<file path="src/hw/rtl/rlts_pkg.sv">
// Shared types and constants of the random LED twinkle scheduler.
package rlts_pkg;

    localparam int DATA_W   = 32;
    localparam int SLOT_W   = 3;
    localparam int LED_W    = 3;
    localparam int CHAN_W   = 4;
    localparam int CNT_W    = 4;
    localparam int PADDR_W  = 4;
    localparam int REG_IDX_W = 2;

    localparam logic [CHAN_W-1:0] CHANNEL_BASE = 4'd3;

    localparam logic FUNC_START   = 1'b0;
    localparam logic FUNC_SERVICE = 1'b1;

    localparam logic [DATA_W-1:0] RST_START_OFFSET_MAX = 32'd2000;
    localparam logic [DATA_W-1:0] RST_PERIOD_MIN       = 32'd500;
    localparam logic [DATA_W-1:0] RST_PERIOD_MAX       = 32'd3000;

    typedef enum logic [REG_IDX_W-1:0] {
        REG_START_OFFSET_MAX = 2'd0,
        REG_PERIOD_MIN       = 2'd1,
        REG_PERIOD_MAX       = 2'd2
    } t_reg_idx;

    typedef enum logic [1:0] {
        ST_WAIT  = 2'd0,
        ST_RUN   = 2'd1,
        ST_SWAP  = 2'd2,
        ST_START = 2'd3
    } t_status;

    typedef enum logic [5:0] {
        S_IDLE  = 6'b000001,
        S_CHECK = 6'b000010,
        S_OFF   = 6'b000100,
        S_PICK  = 6'b001000,
        S_PER   = 6'b010000,
        S_DONE  = 6'b100000
    } t_state;

    typedef struct packed {
        logic              func;
        logic [SLOT_W-1:0] slot;
        logic [DATA_W-1:0] now_ms;
        logic [DATA_W-1:0] rand_offset;
        logic [DATA_W-1:0] rand_pick;
        logic [DATA_W-1:0] rand_period;
    } t_in_item;

    typedef struct packed {
        t_status           status;
        logic [SLOT_W-1:0] slot_out;
        logic [LED_W-1:0]  old_led;
        logic [LED_W-1:0]  new_led;
        logic [CHAN_W-1:0] channel;
        logic [DATA_W-1:0] start_time;
        logic [DATA_W-1:0] period;
    } t_out_item;

endpackage

</file>
<file path="src/hw/rtl/rlts_stream_if.sv">
// Valid/ready stream channel carrying one payload item per transaction.
interface rlts_stream_if #(
    parameter type T = logic
);
    logic valid;
    logic ready;
    T     data;

    modport source (output valid, output data, input ready);
    modport sink   (input valid, input data, output ready);
endinterface

</file>
<file path="src/hw/rtl/random_led_twinkle_scheduler_top.sv">
// Random LED twinkle scheduler: slot table, free LED mask and a shared serial remainder unit.
//
//  channel   direction  protocol        payload
//  i_in      in         valid/ready     rlts_pkg::t_in_item (func, slot, now_ms, rand_*)
//  o_out     out        valid/ready     rlts_pkg::t_out_item (status, slot_out, leds, ...)
//  apb       in/out     APB, pready=1   start_offset_max 0x0, period_min 0x4, period_max 0x8
//
// One bit-per-cycle remainder unit does every modulo in turn. A start item runs the offset and
// LED pick, a swap the offset, pick and period, and a waiting, running or ignored item none of
// them; the input is not ready while an item is in work.
// A finished result sits in the output register, so the next item is taken while it waits.
// Reset is synchronous and active low; it clears the control state and frees all LEDs.
module random_led_twinkle_scheduler_top #(
    parameter int NUM_SLOTS = 3,
    parameter int NUM_LEDS  = 7
) (
    input  logic                          i_clk,
    input  logic                          i_rst_n,
    rlts_stream_if.sink                   i_in,
    rlts_stream_if.source                 o_out,
    input  logic                          psel,
    input  logic                          penable,
    input  logic                          pwrite,
    input  logic [rlts_pkg::PADDR_W-1:0]  paddr,
    input  logic [rlts_pkg::DATA_W-1:0]   pwdata,
    output logic [rlts_pkg::DATA_W-1:0]   prdata,
    output logic                          pready
);

    localparam int SIW = (NUM_SLOTS > 1) ? $clog2(NUM_SLOTS) : 1;
    localparam int DW  = rlts_pkg::DATA_W;
    localparam int LW  = rlts_pkg::LED_W;
    localparam int CW  = rlts_pkg::CNT_W;
    localparam int STEP_W = $clog2(DW);
    localparam logic [STEP_W-1:0] DIV_LAST = STEP_W'(DW - 1);
    localparam logic [NUM_LEDS-1:0] LED_ALL = '1;
    localparam logic [rlts_pkg::SLOT_W-1:0] SLOT_LIMIT = NUM_SLOTS[rlts_pkg::SLOT_W-1:0];

    // Configuration registers.
    logic [DW-1:0] r_som, r_pmin, r_pmax;

    // Sequencer and the item in work.
    rlts_pkg::t_state   r_state, n_state;
    rlts_pkg::t_in_item r_item;
    rlts_pkg::t_status  r_status, w_check_status;
    logic               r_slot_ok, w_slot_ok;

    // Slot table and free mask.
    logic [DW-1:0]       r_start  [NUM_SLOTS];
    logic [DW-1:0]       r_period [NUM_SLOTS];
    logic [LW-1:0]       r_led    [NUM_SLOTS];
    logic [NUM_LEDS-1:0] r_mask, w_mask_next;

    // Shared remainder unit.
    logic [DW-1:0]     r_rem, r_dvd, r_div;
    logic [STEP_W-1:0] r_cnt;
    logic              n_load;
    logic [DW-1:0]     n_dvd, n_div;
    logic [DW:0]       w_trial;
    logic              w_ge;
    logic [DW-1:0]     w_rem_next;
    logic              w_div_busy;

    // Captured remainders.
    logic [DW-1:0] r_off, r_per_rem;
    logic [LW-1:0] r_k;

    // Output register.
    logic                r_out_valid;
    rlts_pkg::t_out_item r_out, w_out;
    logic                w_commit;

    // Slot lookup and LED selection.
    logic [SIW-1:0]      w_idx;
    logic [DW-1:0]       w_cur_start, w_cur_period;
    logic [LW-1:0]       w_cur_led;
    logic [DW:0]         w_end;
    logic [NUM_LEDS-1:0] w_pick_mask, w_sel_oh, w_cur_oh;
    logic [CW-1:0]       w_count, w_seen;
    logic [LW-1:0]       w_sel_led, w_led;
    logic                w_have, w_found;
    logic [DW-1:0]       w_off, w_new_start, w_new_per;
    logic                w_accept;

    assign w_accept = i_in.valid && i_in.ready;
    assign i_in.ready = (r_state == rlts_pkg::S_IDLE);
    assign o_out.valid = r_out_valid;
    assign o_out.data  = r_out;
    assign pready = 1'b1;

    // Configuration port.
    always_ff @(posedge i_clk) begin
        if (!i_rst_n) begin
            r_som  <= rlts_pkg::RST_START_OFFSET_MAX;
            r_pmin <= rlts_pkg::RST_PERIOD_MIN;
            r_pmax <= rlts_pkg::RST_PERIOD_MAX;
        end else if (psel && penable && pwrite) begin
            unique case (rlts_pkg::t_reg_idx'(paddr[rlts_pkg::PADDR_W-1:2]))
                rlts_pkg::REG_START_OFFSET_MAX: r_som  <= pwdata;
                rlts_pkg::REG_PERIOD_MIN:       r_pmin <= pwdata;
                rlts_pkg::REG_PERIOD_MAX:       r_pmax <= pwdata;
                default: ;
            endcase
        end
    end

    always_comb begin
        unique case (rlts_pkg::t_reg_idx'(paddr[rlts_pkg::PADDR_W-1:2]))
            rlts_pkg::REG_START_OFFSET_MAX: prdata = r_som;
            rlts_pkg::REG_PERIOD_MIN:       prdata = r_pmin;
            rlts_pkg::REG_PERIOD_MAX:       prdata = r_pmax;
            default:                        prdata = '0;
        endcase
    end

    // Slot lookup and classification.
    assign w_idx        = r_item.slot[SIW-1:0];
    assign w_cur_start  = r_start[w_idx];
    assign w_cur_period = r_period[w_idx];
    assign w_cur_led    = r_led[w_idx];
    assign w_end        = {1'b0, w_cur_start} + {1'b0, w_cur_period};
    assign w_slot_ok    = (r_item.slot < SLOT_LIMIT);

    always_comb begin
        priority if (!w_slot_ok) begin
            w_check_status = rlts_pkg::ST_WAIT;
        end else if (r_item.func == rlts_pkg::FUNC_START) begin
            w_check_status = rlts_pkg::ST_START;
        end else if (w_cur_start > r_item.now_ms) begin
            w_check_status = rlts_pkg::ST_WAIT;
        end else if (w_end < {1'b0, r_item.now_ms}) begin
            w_check_status = rlts_pkg::ST_SWAP;
        end else begin
            w_check_status = rlts_pkg::ST_RUN;
        end
    end

    // A start item on slot 0 picks from a fully refilled mask.
    assign w_pick_mask = (r_item.func == rlts_pkg::FUNC_START && r_item.slot == '0) ?
                         LED_ALL : r_mask;

    always_comb begin
        w_count = '0;
        for (int i = 0; i < NUM_LEDS; i++) begin
            w_count = w_count + {{(CW-1){1'b0}}, w_pick_mask[i]};
        end
    end

    // Walk the free LEDs upward and stop at the k-th one.
    always_comb begin
        w_seen    = '0;
        w_found   = 1'b0;
        w_sel_led = '0;
        for (int i = 0; i < NUM_LEDS; i++) begin
            if (w_pick_mask[i]) begin
                if (!w_found && w_seen == {1'b0, r_k}) begin
                    w_sel_led = i[LW-1:0];
                    w_found   = 1'b1;
                end
                w_seen = w_seen + CW'(1);
            end
        end
    end

    always_comb begin
        for (int i = 0; i < NUM_LEDS; i++) begin
            w_sel_oh[i] = (w_sel_led == i[LW-1:0]);
            w_cur_oh[i] = (w_cur_led == i[LW-1:0]);
        end
    end

    assign w_have      = (w_count != '0);
    assign w_off       = (r_som == '0) ? '0 : r_off;
    assign w_new_start = r_item.now_ms + w_off;
    assign w_new_per   = (r_pmax <= r_pmin) ? r_pmin : r_pmin + r_per_rem;

    // Result and the state that a commit leaves behind.
    always_comb begin
        w_led       = w_cur_led;
        w_mask_next = r_mask;
        w_out.status     = r_status;
        w_out.slot_out   = r_item.slot;
        w_out.channel    = {1'b0, r_item.slot} + rlts_pkg::CHANNEL_BASE;
        w_out.old_led    = w_cur_led;
        w_out.new_led    = w_cur_led;
        w_out.start_time = w_cur_start;
        w_out.period     = w_cur_period;
        if (!r_slot_ok) begin
            w_out.old_led    = '0;
            w_out.new_led    = '0;
            w_out.start_time = '0;
            w_out.period     = '0;
        end else if (r_status == rlts_pkg::ST_START) begin
            w_led       = w_have ? w_sel_led : '0;
            w_mask_next = w_have ? (w_pick_mask & ~w_sel_oh) : w_pick_mask;
            w_out.old_led    = w_led;
            w_out.new_led    = w_led;
            w_out.start_time = w_new_start;
            w_out.period     = '0;
        end else if (r_status == rlts_pkg::ST_SWAP) begin
            w_led       = w_have ? w_sel_led : w_cur_led;
            w_mask_next = w_have ? ((r_mask | w_cur_oh) & ~w_sel_oh) : r_mask;
            w_out.new_led    = w_led;
            w_out.start_time = w_new_start;
            w_out.period     = w_new_per;
        end
    end

    // Serial restoring remainder step.
    assign w_trial    = {r_rem, r_dvd[DW-1]};
    assign w_ge       = (w_trial >= {1'b0, r_div});
    assign w_rem_next = w_ge ? DW'(w_trial - {1'b0, r_div}) : w_trial[DW-1:0];
    assign w_div_busy = (r_state == rlts_pkg::S_OFF) || (r_state == rlts_pkg::S_PICK) ||
                        (r_state == rlts_pkg::S_PER);

    // Sequencer.
    always_comb begin
        n_state  = r_state;
        n_load   = 1'b0;
        n_dvd    = '0;
        n_div    = '0;
        w_commit = 1'b0;
        unique case (r_state)
            rlts_pkg::S_IDLE: begin
                if (i_in.valid) n_state = rlts_pkg::S_CHECK;
            end
            rlts_pkg::S_CHECK: begin
                if (w_check_status == rlts_pkg::ST_START ||
                    w_check_status == rlts_pkg::ST_SWAP) begin
                    n_state = rlts_pkg::S_OFF;
                    n_load  = 1'b1;
                    n_dvd   = r_item.rand_offset;
                    n_div   = r_som;
                end else begin
                    n_state = rlts_pkg::S_DONE;
                end
            end
            rlts_pkg::S_OFF: begin
                if (r_cnt == DIV_LAST) begin
                    n_state = rlts_pkg::S_PICK;
                    n_load  = 1'b1;
                    n_dvd   = r_item.rand_pick;
                    n_div   = {{(DW-CW){1'b0}}, w_count};
                end
            end
            rlts_pkg::S_PICK: begin
                if (r_cnt == DIV_LAST) begin
                    if (r_status == rlts_pkg::ST_SWAP) begin
                        n_state = rlts_pkg::S_PER;
                        n_load  = 1'b1;
                        n_dvd   = r_item.rand_period;
                        n_div   = r_pmax - r_pmin;
                    end else begin
                        n_state = rlts_pkg::S_DONE;
                    end
                end
            end
            rlts_pkg::S_PER: begin
                if (r_cnt == DIV_LAST) n_state = rlts_pkg::S_DONE;
            end
            rlts_pkg::S_DONE: begin
                if (!r_out_valid || o_out.ready) begin
                    n_state  = rlts_pkg::S_IDLE;
                    w_commit = 1'b1;
                end
            end
            default: n_state = rlts_pkg::S_IDLE;
        endcase
    end

    always_ff @(posedge i_clk) begin
        if (!i_rst_n) begin
            r_state     <= rlts_pkg::S_IDLE;
            r_out_valid <= 1'b0;
            r_mask      <= LED_ALL;
            r_cnt       <= '0;
        end else begin
            r_state <= n_state;
            if (n_load) begin
                r_cnt <= '0;
            end else if (w_div_busy) begin
                r_cnt <= r_cnt + STEP_W'(1);
            end
            if (w_commit) begin
                r_out_valid <= 1'b1;
                if (r_slot_ok) r_mask <= w_mask_next;
            end else if (o_out.ready) begin
                r_out_valid <= 1'b0;
            end
        end
    end

    // Payload registers.
    always_ff @(posedge i_clk) begin
        if (w_accept) r_item <= i_in.data;
        if (r_state == rlts_pkg::S_CHECK) begin
            r_status  <= w_check_status;
            r_slot_ok <= w_slot_ok;
        end
        if (n_load) begin
            r_rem <= '0;
            r_dvd <= n_dvd;
            r_div <= n_div;
        end else if (w_div_busy) begin
            r_rem <= w_rem_next;
            r_dvd <= {r_dvd[DW-2:0], 1'b0};
        end
        if (w_div_busy && r_cnt == DIV_LAST) begin
            if (r_state == rlts_pkg::S_OFF)  r_off     <= w_rem_next;
            if (r_state == rlts_pkg::S_PICK) r_k       <= w_rem_next[LW-1:0];
            if (r_state == rlts_pkg::S_PER)  r_per_rem <= w_rem_next;
        end
        if (w_commit) begin
            r_out <= w_out;
            if (r_slot_ok && (r_status == rlts_pkg::ST_START ||
                              r_status == rlts_pkg::ST_SWAP)) begin
                r_start[w_idx]  <= w_out.start_time;
                r_period[w_idx] <= w_out.period;
                r_led[w_idx]    <= w_led;
            end
        end
    end

    // An accepted transaction always goes to slot classification first.
    a_accept_check: assert property (@(posedge i_clk) disable iff (!i_rst_n)
        w_accept |=> (r_state == rlts_pkg::S_CHECK))
        else $error("accepted transaction did not enter classification");

    // The partial remainder never reaches a nonzero divisor.
    a_rem_bound: assert property (@(posedge i_clk) disable iff (!i_rst_n)
        (w_div_busy && r_div != '0) |-> (r_rem < r_div))
        else $error("remainder unit out of range");

    // A finished item is presented on the output in the next cycle.
    a_done_out: assert property (@(posedge i_clk) disable iff (!i_rst_n)
        (r_state == rlts_pkg::S_DONE && (!r_out_valid || o_out.ready)) |=>
        (o_out.valid && r_state == rlts_pkg::S_IDLE))
        else $error("finished item not delivered");

    // A started slot reports one LED and no period.
    a_start_result: assert property (@(posedge i_clk) disable iff (!i_rst_n)
        (o_out.valid && o_out.data.status == rlts_pkg::ST_START) |->
        (o_out.data.period == '0 && o_out.data.old_led == o_out.data.new_led))
        else $error("start result inconsistent");

endmodule

</file>
<file path="src/flat_wrapper.sv">
// flat-port wrapper written by rule: the top's interface ports become plain ports
module random_led_twinkle_scheduler_top_flat 
#(
    parameter int NUM_SLOTS = 3,
    parameter int NUM_LEDS  = 7
)
  (i_clk, i_rst_n, psel, penable, pwrite, paddr, pwdata, prdata, pready, i_in_valid, i_in_data, i_in_ready, o_out_valid, o_out_data, o_out_ready);
  rlts_stream_if #(.T(rlts_pkg::t_in_item)) i_in_i ();
  rlts_stream_if #(.T(rlts_pkg::t_out_item)) o_out_i ();
  input  logic i_clk;
  input  logic i_rst_n;
  input  logic psel;
  input  logic penable;
  input  logic pwrite;
  input  logic [rlts_pkg::PADDR_W-1:0] paddr;
  input  logic [rlts_pkg::DATA_W-1:0] pwdata;
  output logic [rlts_pkg::DATA_W-1:0] prdata;
  output logic pready;
  input wire logic [$bits(i_in_i.valid)-1:0] i_in_valid;
  input wire logic [$bits(i_in_i.data)-1:0] i_in_data;
  output wire logic [$bits(i_in_i.ready)-1:0] i_in_ready;
  output wire logic [$bits(o_out_i.valid)-1:0] o_out_valid;
  output wire logic [$bits(o_out_i.data)-1:0] o_out_data;
  input wire logic [$bits(o_out_i.ready)-1:0] o_out_ready;
  assign i_in_i.valid = i_in_valid;
  assign i_in_i.data = i_in_data;
  assign i_in_ready = i_in_i.ready;
  assign o_out_valid = o_out_i.valid;
  assign o_out_data = o_out_i.data;
  assign o_out_i.ready = o_out_ready;
  random_led_twinkle_scheduler_top #(.NUM_SLOTS(NUM_SLOTS), .NUM_LEDS(NUM_LEDS)) u_core (.i_clk(i_clk), .i_rst_n(i_rst_n), .i_in(i_in_i), .o_out(o_out_i), .psel(psel), .penable(penable), .pwrite(pwrite), .paddr(paddr), .pwdata(pwdata), .prdata(prdata), .pready(pready));
endmodule
</file>
<file path="config.mk">
export PLATFORM = sky130hd
export DESIGN_NAME = random_led_twinkle_scheduler_top_flat
export DESIGN_NICKNAME = d
export VERILOG_FILES = /design/src/hw/rtl/rlts_pkg.sv /design/src/hw/rtl/rlts_stream_if.sv /design/src/hw/rtl/random_led_twinkle_scheduler_top.sv /design/src/flat_wrapper.sv
export SDC_FILE = /design/constraint.sdc
export NUM_CORES = 2
export LEC_CHECK = 0
export BUFFER_PORTS_ARGS = -buffer_cell sky130_fd_sc_hd__buf_4
export CAP_MARGIN = 20
export CORE_ASPECT_RATIO = 0.9
export CORE_MARGIN = 2
export CORE_UTILIZATION = 60
export CTS_CLUSTER_SIZE = 10
export DETAILED_ROUTE_END_ITERATION = 6
export HOLD_SLACK_MARGIN = 0.03
export PLACE_DENSITY_LB_ADDON = 0.12
export SLEW_MARGIN = 5
export SYNTH_ARGS = -nofsm -noshare
export SYNTH_HDL_FRONTEND = slang
export SYNTH_SLANG_ARGS = --single-unit
</file>
<file path="constraint.sdc">
create_clock -name i_clk -period 19.3 [get_ports i_clk]
set_clock_uncertainty 0.2 [all_clocks]
set_input_delay 2.895 -clock i_clk [delete_from_list [all_inputs] [get_ports i_clk]]
set_output_delay 2.895 -clock i_clk [all_outputs]
set_load 0.005 [all_outputs]
</file>
**Word level (Yosys, flattened, before mapping)**

Memory sizes are Yosys's and may differ from the RTL's. A register that Yosys moved wholly into a read port is not among the register bits.
Index checks and enable logic that the tools add are counted.

- Add/subtract/negate cells: 18
- Reduce and logical (&&, ||, !) cells: 44
- Order comparisons: 5
- Bitwise gates (word level): 6
- Equal/unequal tests: 36
- Multiplexer cells: 87

Operators by type and width:

| operator | count |
|---|---|
| $mux 32 | 12 |
| $pmux 32 s3 | 3 |
| $mux 64 | 3 |
| $add 32x32->32 | 2 |
| $sub 32x32->32 | 2 |
| $mux 3 | 17 |
| $mux 6 | 7 |
| $pmux 6 s6 | 1 |
| $mux 7 | 5 |
| $add 32x32->33 | 1 |
| $ge 33x32->1 | 1 |
| $lt 33x32->1 | 1 |
| $gt 32x32->1 | 1 |
| $le 32x32->1 | 1 |
| $logic_not 32->1 | 1 |
| $mux 1 | 25 |
| $mux 4 | 6 |
| $add 4x1->4 | 5 |
| $eq 4x3->1 | 5 |
| $eq 3x3->1 const B | 6 |
| $add 4x1->4 const B | 4 |
| $and 7x7->7 | 2 |
| $mux 2 | 7 |
| $eq 3x2->1 const B | 4 |
| 33 further kinds | 74 |

- Output and inout bits: 114
- Bits of input ports: 175
- Flip-flop bits (word level): 492
- Bits in writable memories: 201
- Memories kept: 3

Memory list:

| name | depth | width | read ports | clocked after memory_dff | wr ports | line | RTL |
|---|---|---|---|---|---|---|---|
| u_core.r_period | 3 | 32 | 1 | 1 | 1 | random_led_twinkle_scheduler_top.sv:50 | `logic [DW-1:0] r_period [NUM_SLOTS];` |
| u_core.r_start | 3 | 32 | 1 | 1 | 1 | random_led_twinkle_scheduler_top.sv:49 | `logic [DW-1:0] r_start [NUM_SLOTS];` |
| u_core.r_led | 3 | 3 | 1 | 1 | 1 | random_led_twinkle_scheduler_top.sv:51 | `logic [LW-1:0] r_led [NUM_SLOTS];` |

**Depth between registers and ports, before layout**

- Depth in word-level cells: 34
- Depth in mapped cells: 32

**Least setup slack after synthesis**

No wires, ideal clock.

- Path type: register -> register
- From: register (tool-made name)
- To: register u_core.r_div[0] (enable)
- Data required time: 18.691 ns
- Buffers on the path: 6
- Library setup time: 0.409 ns
- Stages on the path, launching flop included: 32
- Arrival: 7.477 ns
- Slack: 11.214 ns
- Path through: dfxtp_1 clkbuf_1 buf_1 buf_1 buf_1 mux2i_1 o21ai_0 ha_1 inv_1 fa_1 nor2b_1 o31a_1 o21ai_1 o31ai_1 a31oi_1 o21bai_1 a21oi_1 o21ai_0 a21oi_1 xnor2_1 ha_1 a21o_1 a211oi_1 nand2_1 a2111oi_0 a31oi_1 nor3_1 a21boi_1 o31a_1 buf_2 clkinv_1 clkbuf_1

RTL lines:

| element | line | RTL |
|---|---|---|
| end signal: assignment | random_led_twinkle_scheduler_top.sv:303 | `r_div <= n_div;` |
| end: declaration | random_led_twinkle_scheduler_top.sv:55 | `logic [DW-1:0] r_rem, r_dvd, r_div;` |

==> flow_metrics.env <==
export IMPL_status="finished, final reports clean"
export IMPL_netlist_area_sq_um=37400
export IMPL_root_buffer="clkbuf_16"
export IMPL_p_int_mw=2.73
export IMPL_ff2ff_path_depth=27
export IMPL_post_dp_hpwl_um=75100
export IMPL_synth_enable_flop_cells=546
export IMPL_synth_top_family_by_area="compound AO/OA/AOI/OAI gates"
export IMPL_n_antenna_cell=0
export IMPL_syn_inst=3512
export IMPL_crit_cells=27
export IMPL_place_port_buffers=285
export IMPL_design_area_sq_um=42700
export IMPL_finalHoldViolCount=0
export IMPL_die_h_um=241
export IMPL_p_sw_mw=1.01
export IMPL_power_mw=3.74
export IMPL_place_area_sq_um=40200
export IMPL_p_comb_share_pct=16.6
export IMPL_die_x_um=267
export IMPL_seq_area_frac_synth_pct=51.9
export IMPL_fin_crit_ps=9390
export IMPL_critical_path_top_delay_family="compound AO/OA/AOI/OAI gates"
export IMPL_syn_nets=3931
export IMPL_leakage_nw=17.2
export IMPL_yosysTopAreaCellShare_pct=43.9
export IMPL_ant_nets=0
export IMPL_crit_required_ps=19360
export IMPL_rows=86
export IMPL_synthAdderAreaFrac_pct=8.33
export IMPL_drv_cap=0
export IMPL_grt_usage_pct=32.7
export IMPL_critPathMaxFanout=63
export IMPL_endpoint_kind="flip-flop"
export IMPL_r2r_end="u_core.r_div[0]"
export IMPL_reg2reg_slack_ps=9910
export IMPL_clk_pin_slew_ps=50
export IMPL_nets=4173
export IMPL_gp_congestion=0.976
export IMPL_finalMaxSlewViolations=0
export IMPL_crit_path_end="u_core.r_div[0]"
export IMPL_insertion_delay_ps=650
export IMPL_synth_area_mux_share_pct=3.87
export IMPL_finalCritPeriodShare_pct=48.7
export IMPL_yosysMostFrequentCell="edfxtp_1"
export IMPL_post_cts_setup_buffers=0
export IMPL_timing_hold_ws_ps=257
export IMPL_io_pins=289
export IMPL_cpMaxStageDelayCell="nor3_1"
export IMPL_rsz0062_at_grt="false"
export IMPL_synth_main_ff_cell="edfxtp_1"
export IMPL_swShare_pct=27.1
export IMPL_die_area_sq_um=64300
export IMPL_wl_per_cell_um=22.8
export IMPL_netlist_top_cells_count="edfxtp_1, nand2_1, a21oi_1"
export IMPL_cts_tree="done"
export IMPL_synth_area_leaders="edfxtp_1, dfxtp_1, ha_1"
export IMPL_post_synth_cell_area_avg_sq_um=10.6
export IMPL_antenna_found_initial=2
export IMPL_cts_hold_buf=0
export IMPL_routed_wl_um=106000
export IMPL_synth_simple_area_share_pct=12.6
export IMPL_drc=0
export IMPL_startpoint_type="flip-flop"
export IMPL_finalSetupViolations=0
export IMPL_core_sq_um=61400
export IMPL_pwr_share_seq_pct=45.4
export IMPL_synth_compound_area_share_pct=16.5
export IMPL_pwr_density_cell_nw_per_um2=87.6
export IMPL_worst_pin_slew_ps=1120
export IMPL_grt_pass1_wl_um=161000
export IMPL_netlist_cell_type_count=92
export IMPL_vias=28867
export IMPL_hold_path_class="flip-flop to flip-flop"
export IMPL_initial_utilization_pct=60.8
export IMPL_cpPeakStageDelay_ps=790
export IMPL_critPathKind="flip-flop to flip-flop"
export IMPL_fin_util_pct=69.4
export IMPL_fin_tns_setup_ps=0
export IMPL_first_pass_iters=5
export IMPL_path_buf_inv=5
export IMPL_ys_ff_latch=695
export IMPL_pwr_share_clk_pct=38.0
export IMPL_drive_gt1_share_pct=12.5
export IMPL_ctsHtreeMaxLevel=3
export IMPL_synth_async_reset_ratio_pct=0
export IMPL_ir_drop_mv=0.0737
export IMPL_cts_resized=0
export IMPL_clkSinkCount=695
export IMPL_grt_pass1_vias=27746
export IMPL_worst_ep_arrival_time_ps=9450
export IMPL_max_slew_margin_rel_pct=25.4
export IMPL_drt_iter0_markers=2922
export IMPL_cts_buffers=81
export IMPL_grt_max_degree=103
export IMPL_cts_path_max_buffers=3
export IMPL_synth_xor_area_share_pct=3.62
export IMPL_max_freq_ghz=0.106
export IMPL_syn_to_final_growth_pct=14.2
export IMPL_via_per_inst=6.23
export IMPL_ys_warn_count=0
export IMPL_synth_top_area_cell="edfxtp_1"
export IMPL_grt_overflow_total=0
==> placed cells by master (no fill, tap or decap), types with 37 or more instances in the layout <==
cell	instances
nor2_1	158
nand2_1	468
nor2b_1	73
clkbuf_16	81
edfxtp_1	546
ha_1	236
inv_1	151
o21ai_0	247
xor2_1	44
nor3_1	66
a21o_1	87
a22o_1	67
dfxtp_1	147
xnor2_1	106
buf_4	315
mux2i_1	131
nand3_1	52
a21oi_1	265
a221o_1	37
==> registers in the layout, indices dropped and copies added (netlist names), 79 cells and up, named ones only <==
register           count
u_core.r_start        96
u_core.r_period       96
u_core.o_out.data     79
u_core.r_item        132
==> per-layer routing <==
layer | vias up | global-route usage [%] | routed length [um]
met5 | - | 0 | 0
met1 | 13920 | 45.9 | 45100
met2 | 1329 | 52.3 | 48700
li1 | 13418 | - | -
met3 | 200 | 4.66 | 8190
met4 | 0 | 11.3 | 3570
==> layout make-up <==
| cell class | instances | area, sq um |
|---|---|---|
| timing repair buffer | 316 | 2380 |
| multi-input combinational | 2503 | 16800 |
| fill | 4440 | 18800 |
| sequential | 695 | 19400 |
| inverter | 157 | 599 |
| tap | 836 | 1050 |
| clock buffer | 118 | 2220 |
| clock inverter | 10 | 210 |
==> logic make-up (layout without fill, tap and decap cells) <==
group | after synthesis | after routing
other cells | 1 | 1
simple gates | 1007 | 1007
fa+ha+maj | 244 | 244
xor+xnor | 152 | 152
compound gates | 956 | 956
mux | 143 | 143
flops | 695 | 695
buf+inv | 314 | 601
==> worst min-delay path: stages (launching register included) <==
cell,delay [ps]
dfxtp_1,300
nand2_1,50
a21oi_1,50
==> how the worst min path moves through the flow <==
stage,startpoint,to,slack (ps),depth (start not counted)
6_report,u_core.r_rem[31],u_core.r_rem[31],260,2
5_1_grt,u_core.r_rem[31],u_core.r_rem[31],270,2
4_1_cts,u_core.r_rem[31],u_core.r_rem[31],260,2
3_5_place_dp,u_core.r_rem[31],u_core.r_rem[31],240,2
3_3_place_gp,u_core.r_rem[31],u_core.r_rem[31],240,2
2_1_floorplan,u_core.r_status[1],u_core.o_out.data[78],220,0
==> power by group through the flow <==
stage	Combinational, mW	Sequential, mW	Clock (mW)
after global routing	0.684	1.70	1.50
after detailed placement	0.610	1.73	0
after CTS	0.614	1.70	1.43
after floorplan	0.434	1.71	0
final	0.621	1.70	1.42
after global placement	0.596	1.72	0
==> per-stage QoR <==
| stage | setup slack (ps) | std cells |
|---|---|---|
| 2_1_floorplan | 11210 | 3512 |
| 3_3_place_gp | 9810 | 4506 |
| 3_5_place_dp | 9780 | 4507 |
| 4_1_cts | 9770 | 4635 |
| 5_1_grt | 9260 | 4635 |
| 6_report | 9910 | 4635 |
(Power assumes the default switching activity.)
